<file path="src/rtl/core/ejss_pkg.sv">
// Shared types and constants for the stepper stall monitor.
// No dependencies.
`timescale 1ns / 1ps

package ejss_pkg;

    localparam int ANGLE_W  = 32;
    localparam int APC_W    = 32;
    localparam int PERIOD_W = 16;
    localparam int LIMIT_W  = 8;
    localparam int ENC_W    = 16;
    localparam int MISS_W   = 8;
    localparam int TICK_W   = 16;   // tick counter width, 4..32
    localparam int CFG_IDX_W = 2;
    localparam int CFG_DATA_W = 32;

    localparam logic [APC_W-1:0]    APC_RESET    = APC_W'(6434);
    localparam logic [PERIOD_W-1:0] PERIOD_RESET = PERIOD_W'(10);
    localparam logic [LIMIT_W-1:0]  LIMIT_RESET  = LIMIT_W'(5);
    localparam logic [MISS_W-1:0]   MISS_MAX     = '1;

    typedef logic signed [ANGLE_W-1:0] angle_t;
    typedef logic signed [ENC_W-1:0]   enc_t;

    typedef enum logic {
        OP_TICK  = 1'b0,
        OP_START = 1'b1
    } op_t;

    typedef enum logic [CFG_IDX_W-1:0] {
        REG_INITIAL_ANGLE   = 2'd0,
        REG_ANGLE_PER_COUNT = 2'd1,
        REG_STEP_PERIOD     = 2'd2,
        REG_MISSED_LIMIT    = 2'd3
    } cfg_reg_t;

    typedef struct packed {
        logic   operation;
        angle_t move_goal;
        enc_t   encoder_count;
    } cmd_t;

    typedef struct packed {
        logic   step_pulse;
        logic   direction_ccw;
        logic   move_done;
        logic   overtorqued;
        angle_t current_angle;
    } rsp_t;

    // Outcome of one motor step, from the angle unit
    typedef struct packed {
        angle_t angle;      // saturated new joint angle
        logic   stalled;    // no progress in commanded direction
        logic   reached;    // goal reached or passed
    } step_res_t;

endpackage

</file>
<file path="src/rtl/core/ejss_if.sv">
// Handshake channels of the stepper stall monitor: command, result, config.
// Depends on ejss_pkg.
`timescale 1ns / 1ps

interface ejss_cmd_if;
    import ejss_pkg::*;
    logic   valid;
    logic   ready;
    logic   operation;
    angle_t move_goal;
    enc_t   encoder_count;
    modport source (output valid, output operation, output move_goal,
                    output encoder_count, input ready);
    modport sink   (input valid, input operation, input move_goal,
                    input encoder_count, output ready);
endinterface

interface ejss_rsp_if;
    import ejss_pkg::*;
    logic   valid;
    logic   ready;
    logic   step_pulse;
    logic   direction_ccw;
    logic   move_done;
    logic   overtorqued;
    angle_t current_angle;
    modport source (output valid, output step_pulse, output direction_ccw,
                    output move_done, output overtorqued, output current_angle,
                    input ready);
    modport sink   (input valid, input step_pulse, input direction_ccw,
                    input move_done, input overtorqued, input current_angle,
                    output ready);
endinterface

interface ejss_cfg_if;
    import ejss_pkg::*;
    logic                  valid;
    logic                  ready;
    logic [CFG_IDX_W-1:0]  index;
    logic [CFG_DATA_W-1:0] data;
    modport source (output valid, output index, output data, input ready);
    modport sink   (input valid, input index, input data, output ready);
endinterface

</file>
<file path="src/rtl/core/ejss_angle_step.sv">
// Angle update for one motor step: scaled encoder delta, saturation, progress.
// Depends on ejss_pkg.
`timescale 1ns / 1ps

module ejss_angle_step (
    input  ejss_pkg::enc_t              encoder_count,
    input  ejss_pkg::enc_t              last_count,
    input  logic [ejss_pkg::APC_W-1:0]  angle_per_count,
    input  ejss_pkg::angle_t            joint_angle,
    input  ejss_pkg::angle_t            goal_angle,
    input  logic                        ccw,
    output ejss_pkg::step_res_t         res
);
    import ejss_pkg::*;

    localparam int DELTA_W = ENC_W + 1;
    localparam int PROD_W  = DELTA_W + APC_W + 1;
    localparam int CHG_W   = PROD_W - 16;
    localparam int SUM_W   = CHG_W + 1;

    logic signed [DELTA_W-1:0] delta;
    logic signed [PROD_W-1:0]  prod;
    logic signed [CHG_W-1:0]   change;
    logic signed [SUM_W-1:0]   sum;
    angle_t                    angle;

    assign delta  = DELTA_W'(encoder_count) - DELTA_W'(last_count);
    assign prod   = PROD_W'(delta) * PROD_W'($signed({1'b0, angle_per_count}));
    // Q0.32 to Q16.16, floor for both signs
    assign change = prod[PROD_W-1:16];
    assign sum    = SUM_W'(joint_angle) + SUM_W'(change);

    always_comb
    begin
        if (sum[SUM_W-1:ANGLE_W-1] == '0 || sum[SUM_W-1:ANGLE_W-1] == '1)
        begin
            angle = sum[ANGLE_W-1:0];
        end
        else if (sum[SUM_W-1])
        begin
            angle = {1'b1, {(ANGLE_W-1){1'b0}}};
        end
        else
        begin
            angle = {1'b0, {(ANGLE_W-1){1'b1}}};
        end
    end

    always_comb
    begin
        res.angle = angle;
        if (ccw)
        begin
            res.stalled = (angle <= joint_angle);
            res.reached = (angle >= goal_angle);
        end
        else
        begin
            res.stalled = (angle >= joint_angle);
            res.reached = (angle <= goal_angle);
        end
    end

endmodule

</file>
<file path="src/rtl/core/encoder_joint_stepper_stall_monitor.sv">
// Top level of the closed-loop stepper joint with encoder stall monitor.
// Depends on ejss_pkg, ejss_if.sv and ejss_angle_step.
//
// Usage
//   cmd : one word per item. operation = start move loads move_goal and
//         picks the direction; operation = tick advances the step period and,
//         on the first tick of a period while a move runs, issues a step and
//         samples encoder_count.
//   rsp : one word per command word: step flag, direction, done, overtorque
//         and the joint angle after that command.
//   cfg : register writes (initial angle, angle per count, step period,
//         missed-step limit), taken at once; cfg.ready is always high.
//         Writing the initial angle presets the joint angle. Write only idle.
// Timing
//   A command word passes through the input register, then one pass of step
//   logic (17x33 multiply, add, saturate, compares) into the result register,
//   which drives rsp. Throughput one word per cycle while rsp is not held;
//   the joint state loop closes in that single pass.
// Reset: all state cleared, move marked done, registers at their defaults,
//   no word held in either stage.
// Stall: while rsp is held, one more command word waits in the input
//   register; cmd.ready then drops until rsp.ready returns.
`timescale 1ns / 1ps

module encoder_joint_stepper_stall_monitor (
    input  logic          clk,
    input  logic          rst_n,
    ejss_cmd_if.sink      cmd,
    ejss_rsp_if.source    rsp,
    ejss_cfg_if.sink      cfg
);
    import ejss_pkg::*;

    // Configuration registers
    logic [APC_W-1:0]    apc_reg;
    logic [PERIOD_W-1:0] period_reg;
    logic [LIMIT_W-1:0]  limit_reg;

    // Joint state
    angle_t              joint_reg,  joint_next;
    angle_t              goal_reg,   goal_next;
    logic                ccw_reg,    ccw_next;
    logic                done_reg,   done_next;
    enc_t                last_reg,   last_next;
    logic [MISS_W-1:0]   miss_reg,   miss_next;
    logic [TICK_W-1:0]   tick_reg,   tick_next;

    // Pipeline
    logic                s1_valid_reg;
    cmd_t                s1_reg;
    logic                rsp_valid_reg;
    rsp_t                rsp_reg,    rsp_next;

    logic                advance;
    logic                cmd_fire;
    logic                cfg_fire;
    logic [TICK_W-1:0]   tick_inc;
    step_res_t           step;

    assign advance  = !rsp_valid_reg || rsp.ready;   // result slot frees up
    assign cmd.ready = !s1_valid_reg || advance;
    assign cmd_fire = cmd.valid && cmd.ready;
    assign cfg.ready = 1'b1;
    assign cfg_fire = cfg.valid;

    ejss_angle_step u_angle_step (
        .encoder_count   (s1_reg.encoder_count),
        .last_count      (last_reg),
        .angle_per_count (apc_reg),
        .joint_angle     (joint_reg),
        .goal_angle      (goal_reg),
        .ccw             (ccw_reg),
        .res             (step)
    );

    assign tick_inc = tick_reg + 1'b1;

    // Next joint state for the word in the input register
    always_comb
    begin
        joint_next = joint_reg;
        goal_next  = goal_reg;
        ccw_next   = ccw_reg;
        done_next  = done_reg;
        last_next  = last_reg;
        miss_next  = miss_reg;
        tick_next  = tick_reg;
        rsp_next.step_pulse = 1'b0;

        if (s1_reg.operation == OP_START)
        begin
            goal_next = s1_reg.move_goal;
            tick_next = '0;
            if (s1_reg.move_goal > joint_reg)
            begin
                ccw_next  = 1'b1;
                done_next = 1'b0;
            end
            else if (s1_reg.move_goal < joint_reg)
            begin
                ccw_next  = 1'b0;
                done_next = 1'b0;
            end
            else
            begin
                done_next = 1'b1;   // already there, direction kept
            end
        end
        else if (done_reg || joint_reg == goal_reg)
        begin
            done_next = 1'b1;       // idle tick, counter frozen
        end
        else
        begin
            if (tick_reg == '0)
            begin
                rsp_next.step_pulse = 1'b1;
                last_next  = s1_reg.encoder_count;
                joint_next = step.angle;
                if (step.stalled)
                begin
                    if (miss_reg != MISS_MAX)
                    begin
                        miss_next = miss_reg + 1'b1;
                    end
                end
                else
                begin
                    miss_next = '0;
                end
                if (step.reached)
                begin
                    done_next = 1'b1;
                end
            end
            // zero period behaves as one
            if (32'(tick_inc) >= 32'(period_reg))
            begin
                tick_next = '0;
            end
            else
            begin
                tick_next = tick_inc;
            end
            if (miss_next > limit_reg)
            begin
                done_next = 1'b1;
            end
        end

        rsp_next.direction_ccw = ccw_next;
        rsp_next.move_done     = done_next;
        rsp_next.overtorqued   = (miss_next > limit_reg);
        rsp_next.current_angle = joint_next;
    end

    // Control and joint state
    always_ff @(posedge clk or negedge rst_n)
    begin
        if (!rst_n)
        begin
            apc_reg       <= APC_RESET;
            period_reg    <= PERIOD_RESET;
            limit_reg     <= LIMIT_RESET;
            joint_reg     <= '0;
            goal_reg      <= '0;
            ccw_reg       <= 1'b0;
            done_reg      <= 1'b1;
            last_reg      <= '0;
            miss_reg      <= '0;
            tick_reg      <= '0;
            s1_valid_reg  <= 1'b0;
            rsp_valid_reg <= 1'b0;
        end
        else
        begin
            if (cmd_fire)
            begin
                s1_valid_reg <= 1'b1;
            end
            else if (advance)
            begin
                s1_valid_reg <= 1'b0;
            end

            if (s1_valid_reg && advance)
            begin
                rsp_valid_reg <= 1'b1;
            end
            else if (rsp.ready)
            begin
                rsp_valid_reg <= 1'b0;
            end

            if (s1_valid_reg && advance)
            begin
                joint_reg <= joint_next;
                goal_reg  <= goal_next;
                ccw_reg   <= ccw_next;
                done_reg  <= done_next;
                last_reg  <= last_next;
                miss_reg  <= miss_next;
                tick_reg  <= tick_next;
            end

            // The user must send config writes only while idle; the block does not enforce it
            if (cfg_fire)
            begin
                case (cfg_reg_t'(cfg.index))
                    REG_INITIAL_ANGLE:   joint_reg  <= cfg.data[ANGLE_W-1:0];
                    REG_ANGLE_PER_COUNT: apc_reg    <= cfg.data[APC_W-1:0];
                    REG_STEP_PERIOD:     period_reg <= cfg.data[PERIOD_W-1:0];
                    REG_MISSED_LIMIT:    limit_reg  <= cfg.data[LIMIT_W-1:0];
                    default:             ;
                endcase
            end
        end
    end

    // Payload registers
    always_ff @(posedge clk)
    begin
        if (cmd_fire)
        begin
            s1_reg.operation     <= cmd.operation;
            s1_reg.move_goal     <= cmd.move_goal;
            s1_reg.encoder_count <= cmd.encoder_count;
        end
        if (s1_valid_reg && advance)
        begin
            rsp_reg <= rsp_next;
        end
    end

    assign rsp.valid         = rsp_valid_reg;
    assign rsp.step_pulse    = rsp_reg.step_pulse;
    assign rsp.direction_ccw = rsp_reg.direction_ccw;
    assign rsp.move_done     = rsp_reg.move_done;
    assign rsp.overtorqued   = rsp_reg.overtorqued;
    assign rsp.current_angle = rsp_reg.current_angle;

endmodule

</file>
<file path="src/flat_wrapper.sv">
// flat-port wrapper written by rule: the top's interface ports become plain ports
module encoder_joint_stepper_stall_monitor_flat import ejss_pkg::*;
  (clk, rst_n, cmd_valid, cmd_operation, cmd_move_goal, cmd_encoder_count, cmd_ready, rsp_valid, rsp_step_pulse, rsp_direction_ccw, rsp_move_done, rsp_overtorqued, rsp_current_angle, rsp_ready, cfg_valid, cfg_index, cfg_data, cfg_ready);
  ejss_cmd_if cmd_i ();
  ejss_rsp_if rsp_i ();
  ejss_cfg_if cfg_i ();
  input  logic clk;
  input  logic rst_n;
  input wire logic [$bits(cmd_i.valid)-1:0] cmd_valid;
  input wire logic [$bits(cmd_i.operation)-1:0] cmd_operation;
  input wire logic [$bits(cmd_i.move_goal)-1:0] cmd_move_goal;
  input wire logic [$bits(cmd_i.encoder_count)-1:0] cmd_encoder_count;
  output wire logic [$bits(cmd_i.ready)-1:0] cmd_ready;
  output wire logic [$bits(rsp_i.valid)-1:0] rsp_valid;
  output wire logic [$bits(rsp_i.step_pulse)-1:0] rsp_step_pulse;
  output wire logic [$bits(rsp_i.direction_ccw)-1:0] rsp_direction_ccw;
  output wire logic [$bits(rsp_i.move_done)-1:0] rsp_move_done;
  output wire logic [$bits(rsp_i.overtorqued)-1:0] rsp_overtorqued;
  output wire logic [$bits(rsp_i.current_angle)-1:0] rsp_current_angle;
  input wire logic [$bits(rsp_i.ready)-1:0] rsp_ready;
  input wire logic [$bits(cfg_i.valid)-1:0] cfg_valid;
  input wire logic [$bits(cfg_i.index)-1:0] cfg_index;
  input wire logic [$bits(cfg_i.data)-1:0] cfg_data;
  output wire logic [$bits(cfg_i.ready)-1:0] cfg_ready;
  assign cmd_i.valid = cmd_valid;
  assign cmd_i.operation = cmd_operation;
  assign cmd_i.move_goal = cmd_move_goal;
  assign cmd_i.encoder_count = cmd_encoder_count;
  assign cmd_ready = cmd_i.ready;
  assign rsp_valid = rsp_i.valid;
  assign rsp_step_pulse = rsp_i.step_pulse;
  assign rsp_direction_ccw = rsp_i.direction_ccw;
  assign rsp_move_done = rsp_i.move_done;
  assign rsp_overtorqued = rsp_i.overtorqued;
  assign rsp_current_angle = rsp_i.current_angle;
  assign rsp_i.ready = rsp_ready;
  assign cfg_i.valid = cfg_valid;
  assign cfg_i.index = cfg_index;
  assign cfg_i.data = cfg_data;
  assign cfg_ready = cfg_i.ready;
  encoder_joint_stepper_stall_monitor u_core (.clk(clk), .rst_n(rst_n), .cmd(cmd_i), .rsp(rsp_i), .cfg(cfg_i));
endmodule
</file>
<file path="config.mk">
export PLATFORM = sky130hd
export DESIGN_NAME = encoder_joint_stepper_stall_monitor_flat
export DESIGN_NICKNAME = d
export VERILOG_FILES = /design/src/rtl/core/ejss_pkg.sv /design/src/rtl/core/ejss_if.sv /design/src/rtl/core/ejss_angle_step.sv /design/src/rtl/core/encoder_joint_stepper_stall_monitor.sv /design/src/flat_wrapper.sv
export SDC_FILE = /design/constraint.sdc
export NUM_CORES = 2
export LEC_CHECK = 0
export ABC_AREA = 0
export BUFFER_PORTS_ARGS = -buffer_cell sky130_fd_sc_hd__buf_4
export CAP_MARGIN = 10
export CELL_PAD_IN_SITES_DETAIL_PLACEMENT = 1
export CELL_PAD_IN_SITES_GLOBAL_PLACEMENT = 1
export CORE_UTILIZATION = 51
export CTS_CLUSTER_DIAMETER = 30
export DETAILED_ROUTE_END_ITERATION = 10
export PLACE_DENSITY = 0.84
export SLEW_MARGIN = 20
export SYNTH_ARGS = -nofsm -noshare
export SYNTH_HDL_FRONTEND = slang
export SYNTH_SLANG_ARGS = --single-unit
</file>
<file path="constraint.sdc">
create_clock -name clk -period 19.03 [get_ports clk]
set_clock_uncertainty 0.1 [all_clocks]
set_input_delay 0.9515 -clock clk [delete_from_list [all_inputs] [get_ports clk]]
set_output_delay 0.9515 -clock clk [all_outputs]
set_load 0.02 [all_outputs]
</file>
==> results.md <==
- Result of the run: finished, final reports clean
- Per-cell routed wire length: 23.4 µm
- IO Pins: around 130
- Clock tree from TritonCTS: done
- Avg Inst Size Synth: 9.27 µm²
- CP arrival: 18.37 ns
- RSZ-0062 raised after global routing: false
- Internal reg-to-reg setup slack: 1.05 ns
- Post-detailed-placement half-perimeter wirelength: 82,300 µm
- Global-route wire length before repair: 169,000 µm
- Full die area: 0.0666 mm²
- Delay contributed by the slowest stage of the critical path: 0.67 ns
- Post-CTS setup buffers: 0
- Clock buffers created by TritonCTS: 49
- Clock sink count: ~250
- Worst-case reg-to-reg path depth: between 70 and 80
- Overall routed net length: about 110,000 µm
- Period utilization: 94.5%
- Max Used Layer: met4
- Number of setup violations in the final report: 0
- Flops & latches, synth: 249
- Relative area change from synthesis to final layout: 10.3%
- Initial antenna violation count: 2
- Number of global-route vias before repair: 30,091
- Die Y: approximately 260 µm
- Worst Setup Path Type: flip-flop to flip-flop
- Vias post-DR: around 27,000
- Vias per cell: just under 6
- Core ar.: 0.0646 mm²
- Minimum clock period: 17.98 ns
- Actual transition at the worst max-transition pin: between 1 and 1.5 ns
- Antenna diode instance count: 0
- Peak clock frequency supported by timing: 0.0556 GHz
- Yosys warns: 0
- Number of buffers inserted by port buffering: 125
- Worst Setup Slack, final: 1.05 ns
- Length of the first detailed-routing pass in iterations: 5
- Critical Path Most Common Cell: fa_1
- Source of the critical timing path: u_core.s1_reg[0]$_DFFE_PP_
- Most instantiated flip-flop cell in the synthesis netlist: dfrtp_1
- Async set-or-reset flop fraction in the synthesized netlist: 65.9%
- Sort of element at the start of the critical path: flip-flop
- Largest register FFs: between 40 and 50
- Final sum of negative setup slack: 0 ns
- Proportion of layout cells with a drive suffix above 1: 11.2%
- Type of destination of the critical path: flip-flop
- Dpl ws: 0.867 ns
- Number of rows created at floorplan: 93
- Final Hold Vio Count: 0
- R2r startpoint: u_core.s1_reg[0]$_DFFE_PP_
- Max transition margin: 20.9%
- Total standard cell area after synthesis: 0.0335 mm²
- Sequential fraction of the synthesis area: 19.9%
- Overflow left after global routing: 0
- End of the worst register-to-register path: u_core.done_reg$_DFFE_PN1P_
- Required @ worst endpoint: about 19 ns
- Share of the core filled with cells: 57.1%
- Number of max-capacitance violations reported: 0
- Library cell contributing the largest single delay on the critical path: a211oi_1
- Wire length on met2: 54,100 µm
- Post-detailed-route DRC marker count: 0
- Post-synth EDFFs: between 80 and 90
- Clock slew seen by the registers of the worst setup and hold paths: about 0.06 ns
- Final ANT Viol Nets: 0
- Width of the die: 258 µm
- Pin count of the biggest net entering global routing: 59
- Gpl congestion: around 0.9
- Cell at the root of the clock tree: clkbuf_16
- Sum of met3 wire segment lengths after detailed routing: 5970 µm
- Post-synth cell types: 83
- GRT Util Overall: 32.9%
- Fin. max-slew vios: 0
- Starting DRC count in detailed routing: 1,580
- Worst hold-check path type: primary input to asynchronous set/reset pin
- Max FO, Critical Path: 32
- Initial cell density of the core: 51.8%
- Met1 Wirelength: ~42,000 µm
- Final net count: 4,539
- Maximum clock path buffer count: 3
- Post-Synthesis Cells: around 3,600
- Syn Nets: 4,485
- Number of levels the H-tree was split into: 2
- Worst skew pair latency: 0.58 ns
routing by layer:
metal / global-route usage [%] / up-vias
met3: 3.86 / 256
met1: 40.9 / 13819
li1: - / 11646
met5: 0 / -
met2: 58.2 / 916
met4: 12.9 / 0
logic make-up after synthesis:
logic type               share of synthesized area, %
other                                          0.0112
adder cells (fa/ha/maj)                          39.6
multiplexers                                     3.44
AND/OR/NAND/NOR                                  15.0
flip-flops                                       19.9
AO/OA/AOI/OAI                                    9.11
buffers and inverters                            9.56
XOR/XNOR                                         3.30
Yosys cell counts, drive strengths merged (15+ instances only):
cell type / n / area [µm²]
nand4: 31 / 194
mux2: 96 / 1080
nor4: 16 / 115
nand3: 46 / 230
or2: 16 / 100
o22ai: 20 / 125
xnor2: 59 / 517
xor2: 67 / 587
nand2: 486 / 1870
o21ai: 90 / 454
dfrtp: 154 / 3850
edfxtp: 85 / 2550
a21o: 59 / 443
nand2b: 28 / 175
clkbuf: 142 / 534
and3: 15 / 93.8
nor3: 32 / 165
nor2: 103 / 389
a22oi: 25 / 188
fa: 450 / 9010
ha: 339 / 4240
o21a: 19 / 143
buf: 16 / 97.6
and3b: 20 / 175
a21oi: 130 / 654
inv: 683 / 2560
and2: 107 / 673
nor2b: 85 / 532
a211oi: 17 / 128
nand3b: 19 / 143
timing repair:
item                                    CTS  global route
hold buffers                              0             0
gates resized for setup                   0             3
endpoints found under the setup margin    0             3
stage by stage:
| stage | std cells | hold WS [ns] | cell area (µm²) |
|---|---|---|---|
| final | 4556 | 0.236 | 36900 |
| after global routing | 4556 | 0.267 | 36900 |
| after CTS | 4556 | 0.245 | 36900 |
| after detailed placement | 4466 | 0.385 | 35200 |
| after global placement | 4466 | 0.368 | 35200 |
| after floorplan | 3608 | 0.354 | 33500 |
worst max-delay path: cells and delay by family, from the launching register on:
family / cells / cell delay, ns
AO/OA/AOI/OAI: 33 / 7.71
adder cells (fa/ha/maj): 12 / 4.65
AND/OR/NAND/NOR: 16 / 2.79
buffers and inverters: 8 / 1.20
XOR/XNOR: 2 / 0.74
flip-flops: 1 / 0.35
multiplexers: 1 / 0.31
area by class of cell:
type	instances	area (µm²)
clock buffers	57	1270
clock inverters	33	365
fillers	7297	27700
inverters	684	2570
multi-input cells	2517	23700
flip-flops and latches	249	6670
well taps	855	1070
repair buffers	161	1210
cell usage in the layout (no fill, tap or decap), types with 19 or more instances in the layout:
master	n
o21a_1	19
nand4_1	31
a21oi_1	129
clkbuf_16	49
nand2b_1	28
ha_1	339
o22ai_1	20
nor3_1	30
inv_1	682
and3b_1	20
mux2_2	96
fa_1	450
nor2b_1	85
xor2_1	66
nor2_1	98
nand2_1	467
a22oi_1	25
and2_1	103
nand3_1	46
a21o_1	59
nand3b_1	19
dfrtp_1	154
edfxtp_1	85
xnor2_1	51
o21ai_0	85
buf_4	160
nand2_2	19
worst max-delay path by stage:
stage / to / slack [ns] / cells after the start
after floorplan: u_core.done_reg$_DFFE_PN1P_ / 4.17 / 74
after global placement: u_core.done_reg$_DFFE_PN1P_ / 1.62 / 70
after detailed placement: u_core.done_reg$_DFFE_PN1P_ / 0.87 / 69
after CTS: u_core.done_reg$_DFFE_PN1P_ / 0.62 / 69
after global routing: u_core.done_reg$_DFFE_PN1P_ / 0.02 / 71
final: u_core.done_reg$_DFFE_PN1P_ / 1.05 / 72
Power is left out: the tool's default activity adds up to more than one toggle a clock period on the data nets, which glitch-free logic cannot reach.
